--- src/sv/cfft_pkg.sv ---
package cfft_pkg;

	// Counter and index widths of the internal state
	localparam int COUNT_BITS = 16;
	localparam int INDEX_BITS = 8;

	localparam logic [COUNT_BITS-1:0] COUNT_MAX = {COUNT_BITS{1'b1}};
	localparam logic [INDEX_BITS-1:0] INDEX_MAX = {INDEX_BITS{1'b1}};

	// Byte classes reported in byte_kind
	typedef enum logic [2:0] {
		KIND_DIGIT   = 3'd0,
		KIND_COLON   = 3'd1,
		KIND_CONTENT = 3'd2,
		KIND_SEP     = 3'd3,
		KIND_END     = 3'd4,
		KIND_CLEAR   = 3'd5
	} kind_t;

	// Configuration register indexes
	typedef enum logic [0:0] {
		REG_FIELD_SEPARATOR  = 1'b0,
		REG_FRAME_TERMINATOR = 1'b1
	} reg_idx_t;

	localparam logic [7:0] SEP_RESET  = 8'd59; // ';'
	localparam logic [7:0] TERM_RESET = 8'd10; // '\n'
	localparam logic [7:0] CHAR_COLON = 8'h3A;
	localparam logic [7:0] CHAR_ZERO  = 8'h30;
	localparam logic [7:0] CHAR_NINE  = 8'h39;

endpackage

--- src/sv/cfft_if.sv ---
// Input request channel: one received byte or a clear
interface cfft_in_if;
	logic       valid;
	logic       ready;
	logic [7:0] data_byte;
	logic       clear_frame;

	modport source (output valid, output data_byte, output clear_frame, input ready);
	modport sink (input valid, input data_byte, input clear_frame, output ready);
endinterface

// Output request channel: classification of one byte
interface cfft_out_if;
	logic        valid;
	logic        ready;
	logic [7:0]  out_byte;
	logic [2:0]  byte_kind;
	logic [7:0]  field_index;
	logic [15:0] leading_value;
	logic [15:0] field_length;
	logic        overflow_flag;

	modport source (output valid, output out_byte, output byte_kind, output field_index,
		output leading_value, output field_length, output overflow_flag, input ready);
	modport sink (input valid, input out_byte, input byte_kind, input field_index,
		input leading_value, input field_length, input overflow_flag, output ready);
endinterface

--- src/sv/counted_field_frame_tokenizer_unit.sv ---
// Channel    Dir  Handshake      Payload
// in_ch      in   valid/ready    data_byte[7:0], clear_frame
// out_ch     out  valid/ready    out_byte, byte_kind, field_index, leading_value,
//                                field_length, overflow_flag
// cfg        in   cfg_wen        cfg_index (0 separator, 1 terminator), cfg_wdata[7:0]
//
// One request per cycle while the output is not stalled; its result is held in the output register in the next cycle.
// The result is computed combinationally by the single per-byte state update feeding that register.
// in_ch.ready is high whenever the output register is empty or being drained, so a
// stalled output holds the result and stops intake until it is taken.
// arst_n clears the parser state, the output valid and restores ';' and '\n'.
module counted_field_frame_tokenizer_unit (
	input  logic              clk,
	input  logic              arst_n,
	cfft_in_if.sink           in_ch,
	cfft_out_if.source        out_ch,
	input  logic              cfg_wen,
	input  logic [0:0]        cfg_index,
	input  logic [7:0]        cfg_wdata
);

	typedef enum logic [2:0] {
		MODE_START,
		MODE_DIGITS,
		MODE_PLAIN,
		MODE_COUNTED,
		MODE_AFTER
	} mode_t;

	localparam int CB = cfft_pkg::COUNT_BITS;
	localparam int IB = cfft_pkg::INDEX_BITS;

	// configuration
	logic [7:0] sep_q, term_q;

	// parser state
	mode_t          mode_q;
	logic [CB-1:0]  dval_q;
	logic [CB-1:0]  brem_q;
	logic [IB-1:0]  cfield_q;
	logic [CB-1:0]  ccount_q;
	logic           sat_q;

	// next state
	mode_t          mode_n;
	logic [CB-1:0]  dval_n;
	logic [CB-1:0]  brem_n;
	logic [IB-1:0]  cfield_n;
	logic [CB-1:0]  ccount_n;
	logic           sat_n;

	// result of this byte, before the field is closed
	cfft_pkg::kind_t kind;
	logic [CB-1:0]   res_val;
	logic [CB-1:0]   res_len;
	logic            res_ovf;

	logic            is_digit;
	logic [CB+3:0]   dval_x10;   // value*10 + digit, room for the carry out
	logic [CB-1:0]   ccount_inc;
	logic            ccount_full;

	// output register
	logic        out_valid_q;
	logic [7:0]  obyte_q;
	logic [2:0]  okind_q;
	logic [7:0]  oidx_q;
	logic [15:0] oval_q;
	logic [15:0] olen_q;
	logic        oovf_q;

	logic in_acc;

	assign in_ch.ready = !out_valid_q || out_ch.ready;
	assign in_acc      = in_ch.valid && in_ch.ready;

	assign is_digit    = in_ch.data_byte inside {[cfft_pkg::CHAR_ZERO:cfft_pkg::CHAR_NINE]};
	assign dval_x10    = ({4'b0, dval_q} << 3) + ({4'b0, dval_q} << 1) +
	                     (CB+4)'(in_ch.data_byte - cfft_pkg::CHAR_ZERO);
	assign ccount_full = (ccount_q == cfft_pkg::COUNT_MAX);
	assign ccount_inc  = ccount_full ? ccount_q : ccount_q + 1'b1;

	always_comb begin
		mode_n   = mode_q;
		dval_n   = dval_q;
		brem_n   = brem_q;
		cfield_n = cfield_q;
		ccount_n = ccount_q;
		sat_n    = sat_q;
		kind     = cfft_pkg::KIND_CONTENT;

		if (mode_q == MODE_COUNTED) begin
			// counted run: every byte is content, whatever its value
			ccount_n = ccount_inc;
			sat_n    = sat_q | ccount_full;
			brem_n   = (brem_q != '0) ? brem_q - 1'b1 : brem_q;
			if (brem_n == '0) begin
				mode_n = MODE_AFTER;
			end
			kind = cfft_pkg::KIND_CONTENT;
		end else if (mode_q == MODE_AFTER) begin
			// past counted content: terminator ends, anything else separates
			kind = (in_ch.data_byte == term_q) ? cfft_pkg::KIND_END : cfft_pkg::KIND_SEP;
		end else if ((mode_q inside {MODE_START, MODE_DIGITS}) && is_digit) begin
			if (dval_x10 > (CB+4)'(cfft_pkg::COUNT_MAX)) begin
				dval_n = cfft_pkg::COUNT_MAX;
				sat_n  = 1'b1;
			end else begin
				dval_n = dval_x10[CB-1:0];
			end
			// digits count as content until a colon shows up
			ccount_n = ccount_inc;
			if (ccount_full) begin
				sat_n = 1'b1;
			end
			mode_n = MODE_DIGITS;
			kind   = cfft_pkg::KIND_DIGIT;
		end else if (mode_q == MODE_DIGITS && in_ch.data_byte == cfft_pkg::CHAR_COLON) begin
			ccount_n = '0;
			brem_n   = dval_q;
			mode_n   = (dval_q == '0) ? MODE_AFTER : MODE_COUNTED;
			kind     = cfft_pkg::KIND_COLON;
		end else if (in_ch.data_byte == term_q) begin
			kind = cfft_pkg::KIND_END;
		end else if (in_ch.data_byte == sep_q) begin
			kind = cfft_pkg::KIND_SEP;
		end else begin
			ccount_n = ccount_inc;
			sat_n    = sat_q | ccount_full;
			mode_n   = MODE_PLAIN;
			kind     = cfft_pkg::KIND_CONTENT;
		end

		res_val = dval_n;
		res_len = ccount_n;
		res_ovf = sat_n;

		// close the field after it has been reported
		if (kind inside {cfft_pkg::KIND_END, cfft_pkg::KIND_SEP}) begin
			if (kind == cfft_pkg::KIND_END) begin
				cfield_n = '0;
			end else if (cfield_q != cfft_pkg::INDEX_MAX) begin
				cfield_n = cfield_q + 1'b1;
			end
			mode_n   = MODE_START;
			dval_n   = '0;
			brem_n   = '0;
			ccount_n = '0;
			sat_n    = 1'b0;
		end

		// clear overrides everything
		if (in_ch.clear_frame) begin
			mode_n   = MODE_START;
			dval_n   = '0;
			brem_n   = '0;
			cfield_n = '0;
			ccount_n = '0;
			sat_n    = 1'b0;
			kind     = cfft_pkg::KIND_CLEAR;
			res_val  = '0;
			res_len  = '0;
			res_ovf  = 1'b0;
		end
	end

	// configuration registers
	always_ff @(posedge clk or negedge arst_n) begin
		if (!arst_n) begin
			sep_q  <= cfft_pkg::SEP_RESET;
			term_q <= cfft_pkg::TERM_RESET;
		end else if (cfg_wen) begin
			case (cfft_pkg::reg_idx_t'(cfg_index))
				cfft_pkg::REG_FIELD_SEPARATOR:  sep_q  <= cfg_wdata;
				cfft_pkg::REG_FRAME_TERMINATOR: term_q <= cfg_wdata;
				default: ;
			endcase
		end
	end

	// parser state
	always_ff @(posedge clk or negedge arst_n) begin
		if (!arst_n) begin
			mode_q   <= MODE_START;
			dval_q   <= '0;
			brem_q   <= '0;
			cfield_q <= '0;
			ccount_q <= '0;
			sat_q    <= 1'b0;
		end else if (in_acc) begin
			mode_q   <= mode_n;
			dval_q   <= dval_n;
			brem_q   <= brem_n;
			cfield_q <= cfield_n;
			ccount_q <= ccount_n;
			sat_q    <= sat_n;
		end
	end

	// output register
	always_ff @(posedge clk or negedge arst_n) begin
		if (!arst_n) begin
			out_valid_q <= 1'b0;
		end else begin
			out_valid_q <= in_acc || (out_valid_q && !out_ch.ready);
		end
	end

	always_ff @(posedge clk) begin
		if (in_acc) begin
			obyte_q <= in_ch.clear_frame ? 8'd0 : in_ch.data_byte;
			okind_q <= kind;
			oidx_q  <= in_ch.clear_frame ? 8'd0 : 8'(cfield_q);
			oval_q  <= 16'(res_val);
			olen_q  <= 16'(res_len);
			oovf_q  <= res_ovf;
		end
	end

	assign out_ch.valid         = out_valid_q;
	assign out_ch.out_byte      = obyte_q;
	assign out_ch.byte_kind     = okind_q;
	assign out_ch.field_index   = oidx_q;
	assign out_ch.leading_value = oval_q;
	assign out_ch.field_length  = olen_q;
	assign out_ch.overflow_flag = oovf_q;

endmodule

--- src/flat_wrapper.sv ---
// flat-port wrapper written by rule: the top's interface ports become plain ports
module counted_field_frame_tokenizer_unit_flat 
  (clk, arst_n, cfg_wen, cfg_index, cfg_wdata, in_ch_valid, in_ch_data_byte, in_ch_clear_frame, in_ch_ready, out_ch_valid, out_ch_out_byte, out_ch_byte_kind, out_ch_field_index, out_ch_leading_value, out_ch_field_length, out_ch_overflow_flag, out_ch_ready);
  cfft_in_if in_ch_i ();
  cfft_out_if out_ch_i ();
  input  logic clk;
  input  logic arst_n;
  input  logic cfg_wen;
  input  logic [0:0] cfg_index;
  input  logic [7:0] cfg_wdata;
  input wire logic [$bits(in_ch_i.valid)-1:0] in_ch_valid;
  input wire logic [$bits(in_ch_i.data_byte)-1:0] in_ch_data_byte;
  input wire logic [$bits(in_ch_i.clear_frame)-1:0] in_ch_clear_frame;
  output wire logic [$bits(in_ch_i.ready)-1:0] in_ch_ready;
  output wire logic [$bits(out_ch_i.valid)-1:0] out_ch_valid;
  output wire logic [$bits(out_ch_i.out_byte)-1:0] out_ch_out_byte;
  output wire logic [$bits(out_ch_i.byte_kind)-1:0] out_ch_byte_kind;
  output wire logic [$bits(out_ch_i.field_index)-1:0] out_ch_field_index;
  output wire logic [$bits(out_ch_i.leading_value)-1:0] out_ch_leading_value;
  output wire logic [$bits(out_ch_i.field_length)-1:0] out_ch_field_length;
  output wire logic [$bits(out_ch_i.overflow_flag)-1:0] out_ch_overflow_flag;
  input wire logic [$bits(out_ch_i.ready)-1:0] out_ch_ready;
  assign in_ch_i.valid = in_ch_valid;
  assign in_ch_i.data_byte = in_ch_data_byte;
  assign in_ch_i.clear_frame = in_ch_clear_frame;
  assign in_ch_ready = in_ch_i.ready;
  assign out_ch_valid = out_ch_i.valid;
  assign out_ch_out_byte = out_ch_i.out_byte;
  assign out_ch_byte_kind = out_ch_i.byte_kind;
  assign out_ch_field_index = out_ch_i.field_index;
  assign out_ch_leading_value = out_ch_i.leading_value;
  assign out_ch_field_length = out_ch_i.field_length;
  assign out_ch_overflow_flag = out_ch_i.overflow_flag;
  assign out_ch_i.ready = out_ch_ready;
  counted_field_frame_tokenizer_unit u_core (.clk(clk), .arst_n(arst_n), .in_ch(in_ch_i), .out_ch(out_ch_i), .cfg_wen(cfg_wen), .cfg_index(cfg_index), .cfg_wdata(cfg_wdata));
endmodule
--- config.mk ---
export PLATFORM = sky130hd
export DESIGN_NAME = counted_field_frame_tokenizer_unit_flat
export DESIGN_NICKNAME = d
export VERILOG_FILES = /design/src/sv/cfft_pkg.sv /design/src/sv/cfft_if.sv /design/src/sv/counted_field_frame_tokenizer_unit.sv /design/src/flat_wrapper.sv
export SDC_FILE = /design/constraint.sdc
export NUM_CORES = 1
export LEC_CHECK = 0
export BUFFER_PORTS_ARGS = -buffer_cell sky130_fd_sc_hd__buf_2
export CAP_MARGIN = 10
export CORE_MARGIN = 2
export CORE_UTILIZATION = 54
export DETAILED_ROUTE_END_ITERATION = 8
export GPL_TIMING_DRIVEN = 0
export PLACE_DENSITY = 0.77
export SYNTH_ARGS = -nofsm -noshare
export SYNTH_HDL_FRONTEND = slang
export SYNTH_SLANG_ARGS = --single-unit
export TNS_END_PERCENT = 30
--- constraint.sdc ---
create_clock -name clk -period 3.85 [get_ports clk]
set_input_delay 0.77 -clock clk [delete_from_list [all_inputs] [get_ports clk]]
set_output_delay 0.77 -clock clk [all_outputs]
set_load 0.005 [all_outputs]
==> impl_metrics.xml <==
<?xml version="1.0" encoding="UTF-8"?>
<metrics>
  <group name="outcome">
    <metric name="run_status" unit="">complete, but fails checks</metric>
    <metric name="violations" unit="">setup timing</metric>
  </group>
  <group name="logic_synthesis">
    <metric name="synth.net_count" unit="">898</metric>
    <metric name="synth_cells" unit="">834</metric>
    <metric name="synth_ff_type" unit="">dfrtp_1</metric>
    <metric name="ys_ff_latch" unit="">129</metric>
    <metric name="synthesis.yosys.warnings" unit="">0</metric>
    <metric name="seq_area_frac_synth" unit="%">44.1</metric>
    <metric name="asyncSetResetFlopFracSynth" unit="%">59.7</metric>
    <metric name="post_synth.cell_area_avg" unit="µm²">9.51</metric>
    <metric name="netlist-cell-type-count" unit="">69</metric>
    <metric name="netlist_area" unit="mm²">0.00794</metric>
    <metric name="synth-edff-count" unit="">52</metric>
  </group>
  <group name="clock_tree">
    <metric name="post_cts_hold_buffer_count" unit="">0</metric>
    <metric name="cts_buffers" unit="">17</metric>
    <metric name="clk_latency" unit="ps">430</metric>
    <metric name="clock_sinks" unit="">129</metric>
    <metric name="clkTransAtPathRegs" unit="ps">60</metric>
    <metric name="cts-root-buf" unit="">clkbuf_16</metric>
    <metric name="cts.path.max_buffers" unit="">2</metric>
    <metric name="clock_tree_from_tritoncts" unit="">done</metric>
    <metric name="htree_levels" unit="">4</metric>
  </group>
  <group name="job">
    <metric name="maxCapViolCount" unit="">0</metric>
  </group>
  <group name="power">
    <metric name="switching_share_of_power" unit="%">37.6</metric>
    <metric name="worst_ir_drop_vdd" unit="V">0.000350</metric>
    <metric name="power.density" unit="mW/mm²">592</metric>
    <metric name="clkPwrFrac" unit="%">28.5</metric>
    <metric name="power.internal" unit="mW">3.60</metric>
    <metric name="relative_contribution_of_combinational_cells_to_total_power" unit="%">40.4</metric>
    <metric name="p_seq_share" unit="%">31.1</metric>
    <metric name="switching_power" unit="mW">2.17</metric>
    <metric name="static-leakage-power" unit="nW">3.98</metric>
  </group>
  <group name="grt">
    <metric name="grt_max_degree" unit="">65</metric>
    <metric name="global_route_total_usage_across_every_layer" unit="%">27.4</metric>
    <metric name="grt_remaining_overflow" unit="">0</metric>
    <metric name="grt_pass1_vias" unit="">6876</metric>
    <metric name="grt_antenna_before_repair" unit="">0</metric>
    <metric name="grt_first_pass_wirelength" unit="µm">34500</metric>
  </group>
  <group name="critical_path">
    <metric name="worst_ep_arrival_time" unit="ps">3990</metric>
    <metric name="worst-path-max-fanout" unit="">8</metric>
    <metric name="setup.worst_path.start_class" unit="">input port</metric>
    <metric name="worst_ep_required_time" unit="ps">3980</metric>
    <metric name="path_class" unit="">input port to flop</metric>
    <metric name="timing.critical_path.to_type" unit="">flop</metric>
  </group>
  <group name="timing">
    <metric name="final-setup-viol-count" unit="">1</metric>
    <metric name="slew_worst_pin" unit="ps">1240</metric>
    <metric name="timing.final.ws_setup" unit="ps">-7.27</metric>
    <metric name="final_hold_viol_count" unit="">0</metric>
    <metric name="max_freq" unit="MHz">259</metric>
    <metric name="unrepaired_setup_endpoints_after_global_routing" unit="">yes</metric>
    <metric name="finalMaxSlewViolations" unit="">0</metric>
    <metric name="period_minus_slack" unit="ps">3860</metric>
    <metric name="finalClockSkew" unit="ps">7.09</metric>
    <metric name="fin_crit_sh" unit="%">100</metric>
    <metric name="maxSlewHeadroom" unit="%">17.6</metric>
    <metric name="fin_tns_setup" unit="ps">-7.27</metric>
  </group>
  <group name="drt">
    <metric name="wirelength_per_cell" unit="µm">19.4</metric>
    <metric name="drc_errors" unit="">0</metric>
    <metric name="detailroute.via_count" unit="">7291</metric>
    <metric name="viasPerCell" unit="">6.38</metric>
    <metric name="dr.first_iter.drc_count" unit="">910</metric>
    <metric name="routed_wirelength" unit="µm">22200</metric>
    <metric name="detailedRoute.firstPassIterationCount" unit="">6</metric>
    <metric name="drtAntennaViolNets" unit="">0</metric>
  </group>
  <group name="cells_and_area">
    <metric name="final_common_cell" unit="">nor2_1</metric>
    <metric name="finish.utilization" unit="%">67.6</metric>
    <metric name="n_antenna_cell" unit="">0</metric>
    <metric name="post_route_cells_drive_above_1_share" unit="%">21.9</metric>
    <metric name="final_cell_mix" unit="">80 x nor2_1, 77 x o21ai_0, 72 x buf_2, 70 x dfrtp_1, 54 x nand2_1</metric>
    <metric name="finish.instance_area" unit="mm²">0.00975</metric>
    <metric name="syn2layout_area_growth" unit="%">22.9</metric>
    <metric name="fill_cells" unit="">1108</metric>
    <metric name="multi_input_area" unit="mm²">0.00443</metric>
    <metric name="finish.net_count" unit="">1009</metric>
    <metric name="regArea" unit="mm²">0.00350</metric>
  </group>
  <group name="floorplanning">
    <metric name="core_area" unit="mm²">0.0144</metric>
    <metric name="die_h" unit="µm">125</metric>
    <metric name="initial_utilization" unit="%">55.0</metric>
    <metric name="io-pin-count" unit="">77</metric>
    <metric name="die_area" unit="mm²">0.0157</metric>
    <metric name="die_w" unit="µm">125</metric>
    <metric name="placementRows" unit="">44</metric>
  </group>
  <group name="place">
    <metric name="place.gp.congestion" unit="">0.975</metric>
    <metric name="post-dp-hpwl" unit="µm">14700</metric>
    <metric name="post_dp_cell_area" unit="mm²">0.00873</metric>
    <metric name="placement.io_buffers" unit="">74</metric>
  </group>
  <group name="hold_path">
    <metric name="min-delay-path-class" unit="">input port to async pin</metric>
  </group>
</metrics>
[metrics by stage]
step	hold slack (ps)	instances	power (mW)	setup slack, ps
floorplan	441	834	3.24	0.513
global placement	478	1092	3.71	-744
detailed placement	474	1093	3.76	-773
CTS	201	1128	5.44	5.71
global route	212	1142	6.07	-87.7
finish	211	1142	5.77	-7.27
[flip-flops by register name, indices dropped and copies added, names as in the netlist]
name	cells
u_core.brem_q	16
u_core.ccount_q	16
u_core.dval_q	16
u_core.out_ch.field_length	16
u_core.out_ch.leading_value	16
u_core.cfield_q	8
u_core.out_ch.field_index	8
u_core.out_ch.out_byte	8
u_core.sep_q	8
u_core.term_q	8
u_core.mode_q	3
u_core.out_ch.byte_kind	3
u_core.out_ch.overflow_flag	1
u_core.out_ch.valid	1
u_core.sat_q	1
[logic make-up after synthesis]
kind of cell / Yosys count / share of synthesized area (%)
xor gates and xnor gates: 34 / 3.75
AOI/OAI and AO/OA: 248 / 19.7
DFF: 129 / 44.1
buffers and inverters: 82 / 4.08
and+or+nand+nor: 281 / 17.9
muxes: 19 / 2.66
adders and majority gates: 41 / 7.88
[path summary, 6_finish.rpt]
kind,from,to,slack (ps),cells after the start
setup reg to reg,u_core.dval_q[4],u_core.out_ch.leading_value[2],70,13
hold reg to reg,u_core.cfield_q[7],u_core.cfield_q[7],480,1
hold / removal,arst_n,u_core.dval_q[15],210,1
min in group clk,u_core.cfield_q[7],u_core.cfield_q[7],480,1
setup / recovery,in_ch_data_byte[7],u_core.out_ch.leading_value[2],-7,9
max in group asynchronous,arst_n,u_core.sep_q[1],2980,2
[final cells by class]
type,instances,share of cell area [%]
Multi-Input combinational cell,623,45.4
Sequential cell,129,35.9
Timing Repair Buffer,92,6.11
Clock buffer,20,4.48
Buffer,45,2.71
Tap cell,184,2.36
Clock inverter,12,1.64
Inverter,37,1.42
[timing repair]
| action | 4_1_cts | 5_1_grt |
|---|---|---|
| setup buffers | 3 | 13 |
| gates cloned | 0 | 1 |
| pin swaps | 4 | 24 |
| endpoints found under the setup margin | 34 | 42 |
| gates resized for setup | 3 | 55 |
[synthesized netlist by cell type, types with 4 or more instances]
cell      number  area share [%]
o211ai_1       5            0.47
mux2_2        17             2.4
nor3_1        20             1.3
xnor2_1        8            0.88
edfxtp_1      52              20
or4_1          4            0.38
ha_1          26             4.1
o31ai_1       10            0.95
o22ai_1        7            0.55
and3_1        11            0.87
nand3_1       17             1.1
xor2_1        26             2.9
a31oi_1       26             2.0
a211o_1        4            0.44
nand4_1        7            0.55
nor4_1        21             1.7
and2_1         5            0.39
or2_2          4            0.32
nand2b_1      17             1.3
a22o_1         8            0.88
dfrtp_1       70              22
a211oi_1      21             2.0
nor2_1        84             4.0
fa_1          15             3.8
nand2_1       54             2.6
a22oi_1        7            0.66
inv_1         36             1.7
a21o_1         8            0.76
a21oi_1       46             2.9
o21ai_0       78             4.9
clkbuf_1      39             1.8
dfstp_2        7             2.3
nor2b_1       18             1.4
[worst max-delay path: stages]
cell and delay (ps):
clkbuf_8 150, or4_1 610, a21oi_1 970, o221ai_2 260
a311oi_1 310, nand4_1 270, nor2_4 330, clkbuf_16 220
a211oi_2 90
[power by group through the flow]
stage	Sequential, mW	Combinational (mW)	Clock (mW)
after detailed placement	1.81	1.95	0
after global placement	1.81	1.90	0
final	1.80	2.33	1.65
after CTS	1.79	2.00	1.65
after floorplan	1.76	1.48	0
after global routing	1.82	2.53	1.72
[routing by layer]
metal	up-vias	global-route usage [%]	part of all wire [%]
met5	-	0	0
met4	0	10.8	3.0
met3	69	5.91	8.8
met2	411	43.9	48
met1	3510	36.7	40
li1	3301	-	-
(Power assumes the default switching activity.)
